==> src/noq_pkg.sv <==
// Shared types and constants for the normal octant quantizer.
// No dependencies; imported by noq_intake, noq_cell, the top level and the testbench.
package noq_pkg;

    localparam int NOQ_MAX_LEVEL      = 9;
    localparam int NOQ_COMPONENT_BITS = 16;

    // Level register width is fixed by the register map
    localparam int LEVEL_W = 4;
    localparam logic [LEVEL_W-1:0] LEVEL_RESET = 4'd9;

    typedef logic [1:0] sector_t;

    localparam sector_t SECTOR_X      = 2'd0;
    localparam sector_t SECTOR_Y      = 2'd1;
    localparam sector_t SECTOR_Z      = 2'd2;
    localparam sector_t SECTOR_CENTRE = 2'd3;

    // Per-item control travelling down the cell chain
    typedef struct packed {
        logic               valid;
        logic               flip;
        logic               zero;
        logic [LEVEL_W-1:0] level;
    } ctrl_t;

endpackage

==> src/noq_intake.sv <==
// Input stage: sign split, magnitudes, component sum and initial box bounds.
// Depends on noq_pkg.
module noq_intake #(
    parameter int MAX_LEVEL      = 9,
    parameter int COMPONENT_BITS = 16
) (
    input  logic                                          aclk,
    input  logic                                          aresetn,
    input  logic                                          en,
    input  logic                                          in_valid,
    input  logic signed [COMPONENT_BITS-1:0]              comp_x,
    input  logic signed [COMPONENT_BITS-1:0]              comp_y,
    input  logic signed [COMPONENT_BITS-1:0]              comp_z,
    input  logic [noq_pkg::LEVEL_W-1:0]                   quant_level,
    output noq_pkg::ctrl_t                                out_ctrl,
    output logic [2:0][COMPONENT_BITS-1:0]                out_mag,
    output logic [2:0][COMPONENT_BITS+MAX_LEVEL:0]        out_lo,
    output logic [2:0][COMPONENT_BITS+MAX_LEVEL:0]        out_hi,
    output logic [2*MAX_LEVEL+2:0]                        out_code
);
    import noq_pkg::*;

    localparam int MW     = COMPONENT_BITS;
    localparam int SW     = COMPONENT_BITS + 1;
    localparam int HW     = COMPONENT_BITS + MAX_LEVEL + 1;
    localparam int CODE_W = 2 * MAX_LEVEL + 3;

    logic [2:0][MW-1:0] raw;
    logic [2:0][MW-1:0] mag;
    logic [2:0]         neg;
    logic [SW-1:0]      sum;
    logic [LEVEL_W-1:0] level_sat;
    ctrl_t              ctrl_next;

    ctrl_t                ctrl_reg;
    logic [2:0][MW-1:0]   mag_reg;
    logic [2:0][HW-1:0]   hi_reg;
    logic [CODE_W-1:0]    code_reg;

    assign raw[0] = unsigned'(comp_x);
    assign raw[1] = unsigned'(comp_y);
    assign raw[2] = unsigned'(comp_z);

    always_comb begin
        for (int i = 0; i < 3; i++) begin
            neg[i] = raw[i][MW-1];
            // most negative input wraps to 2^(MW-1), which still fits unsigned
            mag[i] = neg[i] ? (~raw[i] + 1'b1) : raw[i];
        end
    end

    assign sum = {1'b0, mag[0]} + {1'b0, mag[1]} + {1'b0, mag[2]};

    assign level_sat = (int'(quant_level) > MAX_LEVEL) ? LEVEL_W'(MAX_LEVEL) : quant_level;

    always_comb begin
        ctrl_next       = '0;
        ctrl_next.valid = in_valid;
        ctrl_next.zero  = (sum == '0);
        ctrl_next.level = level_sat;
    end

    always_ff @(posedge aclk) begin
        if (!aresetn) begin
            ctrl_reg <= '0;
        end else if (en) begin
            ctrl_reg <= ctrl_next;
        end
    end

    always_ff @(posedge aclk) begin
        if (en) begin
            mag_reg  <= mag;
            // upper corner starts at 1.0, held pre-multiplied by the sum
            hi_reg   <= {3{sum, {MAX_LEVEL{1'b0}}}};
            code_reg <= {{(CODE_W-3){1'b0}}, neg[0], neg[1], neg[2]};
        end
    end

    assign out_ctrl = ctrl_reg;
    assign out_mag  = mag_reg;
    assign out_lo   = '0;
    assign out_hi   = hi_reg;
    assign out_code = code_reg;

endmodule

==> src/noq_cell.sv <==
// One subdivision level: sector choice against the half box, box update.
// Depends on noq_pkg.
module noq_cell #(
    parameter int MAX_LEVEL      = 9,
    parameter int COMPONENT_BITS = 16,
    parameter int CELL_INDEX     = 0
) (
    input  logic                                          aclk,
    input  logic                                          aresetn,
    input  logic                                          en,
    input  noq_pkg::ctrl_t                                in_ctrl,
    input  logic [2:0][COMPONENT_BITS-1:0]                in_mag,
    input  logic [2:0][COMPONENT_BITS+MAX_LEVEL:0]        in_lo,
    input  logic [2:0][COMPONENT_BITS+MAX_LEVEL:0]        in_hi,
    input  logic [2*MAX_LEVEL+2:0]                        in_code,
    output noq_pkg::ctrl_t                                out_ctrl,
    output logic [2:0][COMPONENT_BITS-1:0]                out_mag,
    output logic [2:0][COMPONENT_BITS+MAX_LEVEL:0]        out_lo,
    output logic [2:0][COMPONENT_BITS+MAX_LEVEL:0]        out_hi,
    output logic [2*MAX_LEVEL+2:0]                        out_code
);
    import noq_pkg::*;

    localparam int MW     = COMPONENT_BITS;
    localparam int HW     = COMPONENT_BITS + MAX_LEVEL + 1;
    localparam int PW     = HW + 1;
    localparam int CODE_W = 2 * MAX_LEVEL + 3;

    // Bounds are kept as corner times sum, so lo+hi compares directly
    // against the magnitude scaled by 2^(MAX_LEVEL+1).
    logic [2:0][PW-1:0] pair;
    logic [2:0][PW-1:0] scaled;
    logic [2:0][HW-1:0] half;
    logic [2:0]         gt;
    logic [2:0]         lt;
    logic               active;
    sector_t            sector;

    ctrl_t              ctrl_next;
    logic [2:0][HW-1:0] lo_next;
    logic [2:0][HW-1:0] hi_next;
    logic [CODE_W-1:0]  code_next;

    ctrl_t              ctrl_reg;
    logic [2:0][MW-1:0] mag_reg;
    logic [2:0][HW-1:0] lo_reg;
    logic [2:0][HW-1:0] hi_reg;
    logic [CODE_W-1:0]  code_reg;

    always_comb begin
        for (int i = 0; i < 3; i++) begin
            pair[i]   = {1'b0, in_lo[i]} + {1'b0, in_hi[i]};
            scaled[i] = {1'b0, in_mag[i], {(MAX_LEVEL+1){1'b0}}};
            gt[i]     = scaled[i] > pair[i];
            lt[i]     = scaled[i] < pair[i];
            // exact: lo+hi is even on every level that updates the box
            half[i]   = pair[i][PW-1:1];
        end
    end

    // ties fall through to the next axis
    always_comb begin
        sector = SECTOR_CENTRE;
        if (in_ctrl.flip) begin
            if (lt[2])      sector = SECTOR_Z;
            else if (lt[1]) sector = SECTOR_Y;
            else if (lt[0]) sector = SECTOR_X;
        end else begin
            if (gt[2])      sector = SECTOR_Z;
            else if (gt[1]) sector = SECTOR_Y;
            else if (gt[0]) sector = SECTOR_X;
        end
    end

    assign active = in_ctrl.valid && (int'(in_ctrl.level) > CELL_INDEX);

    always_comb begin
        ctrl_next = in_ctrl;
        lo_next   = in_lo;
        hi_next   = in_hi;
        code_next = in_code;
        if (active) begin
            if (in_ctrl.zero) begin
                code_next = {in_code[CODE_W-3:0], SECTOR_X};
            end else begin
                code_next = {in_code[CODE_W-3:0], sector};
                for (int j = 0; j < 3; j++) begin
                    if (in_ctrl.flip) begin
                        if (sector_t'(j) == sector) hi_next[j] = half[j];
                        else                        lo_next[j] = half[j];
                    end else begin
                        if (sector_t'(j) == sector) lo_next[j] = half[j];
                        else                        hi_next[j] = half[j];
                    end
                end
                if (sector == SECTOR_CENTRE) begin
                    ctrl_next.flip = !in_ctrl.flip;
                end
            end
        end
    end

    always_ff @(posedge aclk) begin
        if (!aresetn) begin
            ctrl_reg <= '0;
        end else if (en) begin
            ctrl_reg <= ctrl_next;
        end
    end

    always_ff @(posedge aclk) begin
        if (en) begin
            mag_reg  <= in_mag;
            lo_reg   <= lo_next;
            hi_reg   <= hi_next;
            code_reg <= code_next;
        end
    end

    assign out_ctrl = ctrl_reg;
    assign out_mag  = mag_reg;
    assign out_lo   = lo_reg;
    assign out_hi   = hi_reg;
    assign out_code = code_reg;

endmodule

==> src/noq_skid.sv <==
// Output register with a one-item skid buffer; holds the chain while full.
// No package dependencies.
module noq_skid #(
    parameter int CODE_W = 21
) (
    input  logic              aclk,
    input  logic              aresetn,
    input  logic              in_valid,
    input  logic [CODE_W-1:0] in_code,
    output logic              in_ready,
    output logic              m_valid,
    input  logic              m_ready,
    output logic [CODE_W-1:0] m_code
);
    logic              out_valid_reg;
    logic              skid_valid_reg;
    logic [CODE_W-1:0] out_code_reg;
    logic [CODE_W-1:0] skid_code_reg;
    logic              out_free;

    assign out_free = !out_valid_reg || m_ready;
    assign in_ready = !skid_valid_reg;

    always_ff @(posedge aclk) begin
        if (!aresetn) begin
            out_valid_reg  <= 1'b0;
            skid_valid_reg <= 1'b0;
        end else if (skid_valid_reg) begin
            if (m_ready) begin
                skid_valid_reg <= 1'b0;
            end
        end else if (out_free) begin
            out_valid_reg <= in_valid;
        end else if (in_valid) begin
            skid_valid_reg <= 1'b1;
        end
    end

    always_ff @(posedge aclk) begin
        if (skid_valid_reg) begin
            if (m_ready) begin
                out_code_reg <= skid_code_reg;
            end
        end else if (out_free) begin
            out_code_reg <= in_code;
        end else begin
            skid_code_reg <= in_code;
        end
    end

    assign m_valid = out_valid_reg;
    assign m_code  = out_code_reg;

endmodule

==> src/normal_octant_quantizer.sv <==
// Hierarchical octahedral normal quantizer, top level.
// Depends on noq_pkg, noq_intake, noq_cell and noq_skid.
//
// Takes one vector per cycle and returns one code of 3+2*level bits per vector,
// in order. The accepting edge loads the intake stage, then the item passes
// through one cell per subdivision level (fixed chain of MAX_LEVEL cells,
// unused cells pass the item through), then the output register that drives
// m_valid. Throughput is one item per cycle, limited by the cell chain advancing
// one level per clock; the whole chain stalls only when the output register and
// its skid entry are both occupied. quant_level values above MAX_LEVEL act as
// MAX_LEVEL; the register is sampled as each item enters, and should be written
// only while the block is empty. cfg_ready is always high.
module normal_octant_quantizer #(
    parameter int MAX_LEVEL      = noq_pkg::NOQ_MAX_LEVEL,
    parameter int COMPONENT_BITS = noq_pkg::NOQ_COMPONENT_BITS
) (
    input  logic                              aclk,
    input  logic                              aresetn,
    input  logic                              cfg_valid,
    output logic                              cfg_ready,
    input  logic [noq_pkg::LEVEL_W-1:0]       cfg_quant_level,
    input  logic                              s_valid,
    output logic                              s_ready,
    input  logic signed [COMPONENT_BITS-1:0]  s_comp_x,
    input  logic signed [COMPONENT_BITS-1:0]  s_comp_y,
    input  logic signed [COMPONENT_BITS-1:0]  s_comp_z,
    output logic                              m_valid,
    input  logic                              m_ready,
    output logic [2*MAX_LEVEL+2:0]            m_normal_code
);
    import noq_pkg::*;

    localparam int MW     = COMPONENT_BITS;
    localparam int HW     = COMPONENT_BITS + MAX_LEVEL + 1;
    localparam int CODE_W = 2 * MAX_LEVEL + 3;

    logic [LEVEL_W-1:0] quant_level_reg;
    logic               en;

    ctrl_t              st_ctrl [MAX_LEVEL+1];
    logic [2:0][MW-1:0] st_mag  [MAX_LEVEL+1];
    logic [2:0][HW-1:0] st_lo   [MAX_LEVEL+1];
    logic [2:0][HW-1:0] st_hi   [MAX_LEVEL+1];
    logic [CODE_W-1:0]  st_code [MAX_LEVEL+1];

    assign cfg_ready = 1'b1;
    assign s_ready   = en;

    always_ff @(posedge aclk) begin
        if (!aresetn) begin
            quant_level_reg <= LEVEL_RESET;
        end else if (cfg_valid && cfg_ready) begin
            quant_level_reg <= cfg_quant_level;
        end
    end

    noq_intake #(
        .MAX_LEVEL      (MAX_LEVEL),
        .COMPONENT_BITS (COMPONENT_BITS)
    ) u_intake (
        .aclk        (aclk),
        .aresetn     (aresetn),
        .en          (en),
        .in_valid    (s_valid),
        .comp_x      (s_comp_x),
        .comp_y      (s_comp_y),
        .comp_z      (s_comp_z),
        .quant_level (quant_level_reg),
        .out_ctrl    (st_ctrl[0]),
        .out_mag     (st_mag[0]),
        .out_lo      (st_lo[0]),
        .out_hi      (st_hi[0]),
        .out_code    (st_code[0])
    );

    for (genvar k = 0; k < MAX_LEVEL; k++) begin : g_cell
        noq_cell #(
            .MAX_LEVEL      (MAX_LEVEL),
            .COMPONENT_BITS (COMPONENT_BITS),
            .CELL_INDEX     (k)
        ) u_cell (
            .aclk     (aclk),
            .aresetn  (aresetn),
            .en       (en),
            .in_ctrl  (st_ctrl[k]),
            .in_mag   (st_mag[k]),
            .in_lo    (st_lo[k]),
            .in_hi    (st_hi[k]),
            .in_code  (st_code[k]),
            .out_ctrl (st_ctrl[k+1]),
            .out_mag  (st_mag[k+1]),
            .out_lo   (st_lo[k+1]),
            .out_hi   (st_hi[k+1]),
            .out_code (st_code[k+1])
        );
    end

    noq_skid #(
        .CODE_W (CODE_W)
    ) u_skid (
        .aclk     (aclk),
        .aresetn  (aresetn),
        .in_valid (st_ctrl[MAX_LEVEL].valid),
        .in_code  (st_code[MAX_LEVEL]),
        .in_ready (en),
        .m_valid  (m_valid),
        .m_ready  (m_ready),
        .m_code   (m_normal_code)
    );

endmodule

==> config.mk <==
export PLATFORM = sky130hd
export DESIGN_NAME = normal_octant_quantizer
export DESIGN_NICKNAME = d
export VERILOG_FILES = /design/src/noq_pkg.sv /design/src/noq_intake.sv /design/src/noq_cell.sv /design/src/noq_skid.sv /design/src/normal_octant_quantizer.sv
export SDC_FILE = /design/constraint.sdc
export NUM_CORES = 2
export LEC_CHECK = 0
export BUFFER_PORTS_ARGS = -buffer_cell sky130_fd_sc_hd__buf_2
export CAP_MARGIN = 20
export CELL_PAD_IN_SITES_DETAIL_PLACEMENT = 0
export CELL_PAD_IN_SITES_GLOBAL_PLACEMENT = 1
export CORE_MARGIN = 8
export CORE_UTILIZATION = 45
export CTS_CLUSTER_SIZE = 12
export DETAILED_ROUTE_END_ITERATION = 16
export GPL_ROUTABILITY_DRIVEN = 1
export PLACE_DENSITY_LB_ADDON = 0.05
export SLEW_MARGIN = 20
export SYNTH_ARGS = -nofsm -noshare
export SYNTH_HDL_FRONTEND = slang
export SYNTH_SLANG_ARGS = --single-unit
==> constraint.sdc <==
create_clock -name aclk -period 69.4 [get_ports aclk]
set_input_delay 3.47 -clock aclk [delete_from_list [all_inputs] [get_ports aclk]]
set_output_delay 3.47 -clock aclk [all_outputs]
set_load 0.01 [all_outputs]
==> reports/qor.tcl <==
set qor(timing.final.crit_period_ps) 8191
set qor(holdCritPathClass) {reg2reg}
set qor(share_of_the_synthesized_area_in_compound_gates_ao_oa_aoi_oai_pct) 12.85
set qor(total_power_mw) 4.129
set qor(grt_pass1_wl_mm) 375.8
set qor(post_synth_xor_area_fraction_pct) 4.152
set qor(adder_cell_share_of_the_synthesized_area_pct) 12.82
set qor(synth_top_cells_by_count) {sky130_fd_sc_hd__edfxtp_1 (1640), sky130_fd_sc_hd__ha_1 (963), sky130_fd_sc_hd__o21ai_0 (701)}
set qor(fp.dieArea_mm2) 0.2384
set qor(groute.usage.overall_pct) 19.97
set qor(period_share_pct) 11.80
set qor(maxCapViolCount) 0
set qor(clock_sink_count) 1709
set qor(most_common_flop_cell_mapped_by_yosys) {sky130_fd_sc_hd__edfxtp_1}
set qor(firstDrtPassIters) 5
set qor(grt_start_max_net_pins) 172
set qor(finalWeightedCongestion) 0.8991
set qor(largest_register_ff_count) 516
set qor(timing.critical_path.required_ps) 69970
set qor(hold_vio_cnt_final) 0
set qor(timing.max_slew.rel_slack_pct) 25.08
set qor(antenna_found_initial) 1
set qor(synth_top_cell_by_area) {sky130_fd_sc_hd__edfxtp_1}
set qor(postCtsSetupBuffers) 0
set qor(count_of_standard_cell_rows) 173
set qor(combinational_family_with_the_most_area_after_synthesis) {compound AO/OA/AOI/OAI gates}
set qor(portion_of_netlist_area_occupied_by_mux_cells_pct) 7.996
set qor(root_cell_of_the_clock_tree) {sky130_fd_sc_hd__clkbuf_16}
set qor(rsz_0062_raised_after_global_routing) {false}
set qor(final-seq-area_mm2) 0.05063
set qor(ios) 81
set qor(final-max-slew-violation-count) 0
set qor(yosysTopAreaCellShare_pct) 49.06
set qor(timing.setup.tns_ps) 0
set qor(p_sw_share_pct) 35.99
set qor(dpl.cell_count) 11520
set qor(cp_data_arrival_time_ps) 8760
set qor(die_height_um) 488.3
set qor(synth_edf_count) 1640
set qor(mappedNetlistNets) 9628
set qor(cell_with_the_most_instances_after_synthesis) {sky130_fd_sc_hd__edfxtp_1}
set qor(postSynthRegisterBits) 1709
set qor(maximum_buffer_depth_of_the_clock_tree) 3
set qor(routed-via-count) 63840
set qor(worstPathBufferInverterCount) 1
set qor(avgViaCountPerCell) 5.373
set qor(globalRouteOverflowTotal) 0
set qor(asyncSetResetFlopFracSynth_pct) 0
set qor(finish.net_count) 9802
set qor(critical-path-slowest-cell) {sky130_fd_sc_hd__nor3_1}
set qor(dieWidth_um) 488.3
set qor(hpwlAfterDp_mm) 192.9
set qor(drt-initial-drc-count) 3763
set qor(internal_power_mw) 2.643
set qor(numPortBuffers) 79
set qor(h_tree_depth) 4
set qor(power.combinational.fraction_pct) 38.0
set qor(leakage_nw) 48.22
set qor(share_clk_of_total_power_pct) 25.1
set qor(post_synth_inst_count) 8567
set qor(fmax_ghz) 0.1221
set qor(clock_skew_ps) 32.84
set qor(startpoint_type) {flop}
set qor(filler_cell_count) 19730
set qor(clkSlewWorstSetupHoldPaths_ps) 60
set qor(post_cts_sizing_count) 0
set qor(initial_core_util_pct) 45.20
set qor(worst_path_dominant_cell_family) {compound AO/OA/AOI/OAI gates}
set qor(coreArea_mm2) 0.2221
set qor(syn_to_final_growth_pct) 10.65
set qor(synth_sequential_area_ratio_pct) 50.44
set qor(power-per-cell-area_mw_per_mm2) 37.17
set qor(yosysWarningCount) 0
set qor(synth-simple-area-share_pct) 8.902
set qor(yosys.cell_types.count) 104
set qor(irDropWorstVdd_uv) 26.53
set qor(clkLatencyLatePin_ps) 840
set qor(cts_hold_buf) 0
set qor(first_global_vias) 64640
set qor(crit_top_cell) {sky130_fd_sc_hd__a21oi_1}
set qor(detail_route.drc_violations) 0
set qor(cts_made_buffers) 193
set qor(path_max_fanout) 23
set qor(setup_viol) 0
set qor(run_status) {finished, final reports clean}
set qor(worstSetupEndpointType) {flop}
set qor(final_layout_size_suffix_gt1_share_pct) 12.88
set qor(mappedNetlistArea_mm2) 0.1004
set qor(clock_tree_from_tritoncts) {done}
set qor(pwr-share-seq_pct) 36.9
set qor(area_of_the_multi_input_gates_mm2) 0.04700
set qor(synth_top_cells_by_area) {sky130_fd_sc_hd__edfxtp_1 (49%), sky130_fd_sc_hd__ha_1 (12%), sky130_fd_sc_hd__mux2_2 (6.8%)}
set qor(finalWirelength_mm) 243.9
set qor(setup_crit_path_kind) {reg2reg}
set qor(tightest_slew_ps) 1118
set qor(critical-path-max-stage-delay_ps) 730
set qor(ant_nets) 0
set qor(switching_power_mw) 1.486
set qor(detail_route.wl_per_cell_um) 20.53
set qor(layoutNonFillerInstCount) 11880
set qor(synthesis.area_per_instance_um2) 11.72
worst paths after layout:
check / start / to / slack, ps / cells past startpoint
min reg2reg: g_cell[8].u_cell.out_code[17]$_DFFE_PN_ / u_skid.skid_code_reg[17]$_DFFE_PP_ / 450 / 0
min: g_cell[8].u_cell.out_code[17]$_DFFE_PN_ / u_skid.skid_code_reg[17]$_DFFE_PP_ / 450 / 0
max: g_cell[5].u_cell.out_hi[55]$_SDFFCE_PP0N_ / g_cell[6].u_cell.out_hi[13]$_DFFE_PN_ / 61210 / 26
max reg2reg: g_cell[5].u_cell.out_hi[55]$_SDFFCE_PP0N_ / g_cell[6].u_cell.out_hi[13]$_DFFE_PN_ / 61210 / 26
layer usage:
layer / up-vias / part of all wire, % / track usage [%] / wire length, um
met5: - / 0 / 0 / 0
met2: 1010 / 44 / 31.24 / 106100
met3: 365 / 2.9 / 2.149 / 6968
li1: 32500 / - / - / -
met1: 29960 / 50 / 28.88 / 122000
met4: 0 / 3.6 / 7.143 / 8815
through the flow:
step / hold WS, ps / worst slack, ps / area, um2 / util (%)
final: 450.2 / 61210 / 111100 / 50.01
after detailed placement: 440.3 / 60670 / 104500 / 47.04
after global placement: 434.9 / 60590 / 104500 / 47.03
after global routing: 463.8 / 60760 / 111100 / 50.01
after CTS: 455.0 / 60870 / 111000 / 49.98
after floorplan: 422.2 / 19880 / 100400 / -
layout by cell type, fill, tap and decap left out, types with 197 or more instances in the layout:
| cell type | count |
|---|---|
| sky130_fd_sc_hd__a21o_1 | 279 |
| sky130_fd_sc_hd__inv_1 | 535 |
| sky130_fd_sc_hd__a21oi_1 | 509 |
| sky130_fd_sc_hd__ha_1 | 963 |
| sky130_fd_sc_hd__nand2_1 | 573 |
| sky130_fd_sc_hd__nor2_1 | 376 |
| sky130_fd_sc_hd__xnor2_1 | 336 |
| sky130_fd_sc_hd__o21ai_0 | 698 |
| sky130_fd_sc_hd__clkbuf_16 | 197 |
| sky130_fd_sc_hd__mux2_2 | 609 |
| sky130_fd_sc_hd__edfxtp_1 | 1640 |
layout make-up:
type | instances | area share [%]
sequential | 1709 | 45.58
multi-input combinational | 6120 | 42.31
clock buffer | 245 | 4.599
tap | 2975 | 3.351
inverter | 551 | 1.869
clock inverter | 111 | 1.263
timing repair buffer | 166 | 1.013
antenna | 3 | 0.006759
kinds of logic (layout without fill, tap and decap cells):
kind of cell	after synthesis	after routing
compound gates	2084	2084
simple gates	1835	1835
flops	1709	1709
fa+ha+maj	1004	1004
buf+inv	738	1073
mux	720	720
xor+xnor	475	475
other cells	2	5
power by group through the flow:
stage                     Clock [mW]  Combinational [mW]  Sequential (mW)
after floorplan                    0                1.17             1.45
after global placement             0                1.54             1.54
after detailed placement           0                1.57             1.54
after CTS                       1.07                1.58             1.52
after global routing            1.10                1.77             1.54
final                           1.04                1.57             1.52
Note: power is estimated with default switching activity, not from simulation.
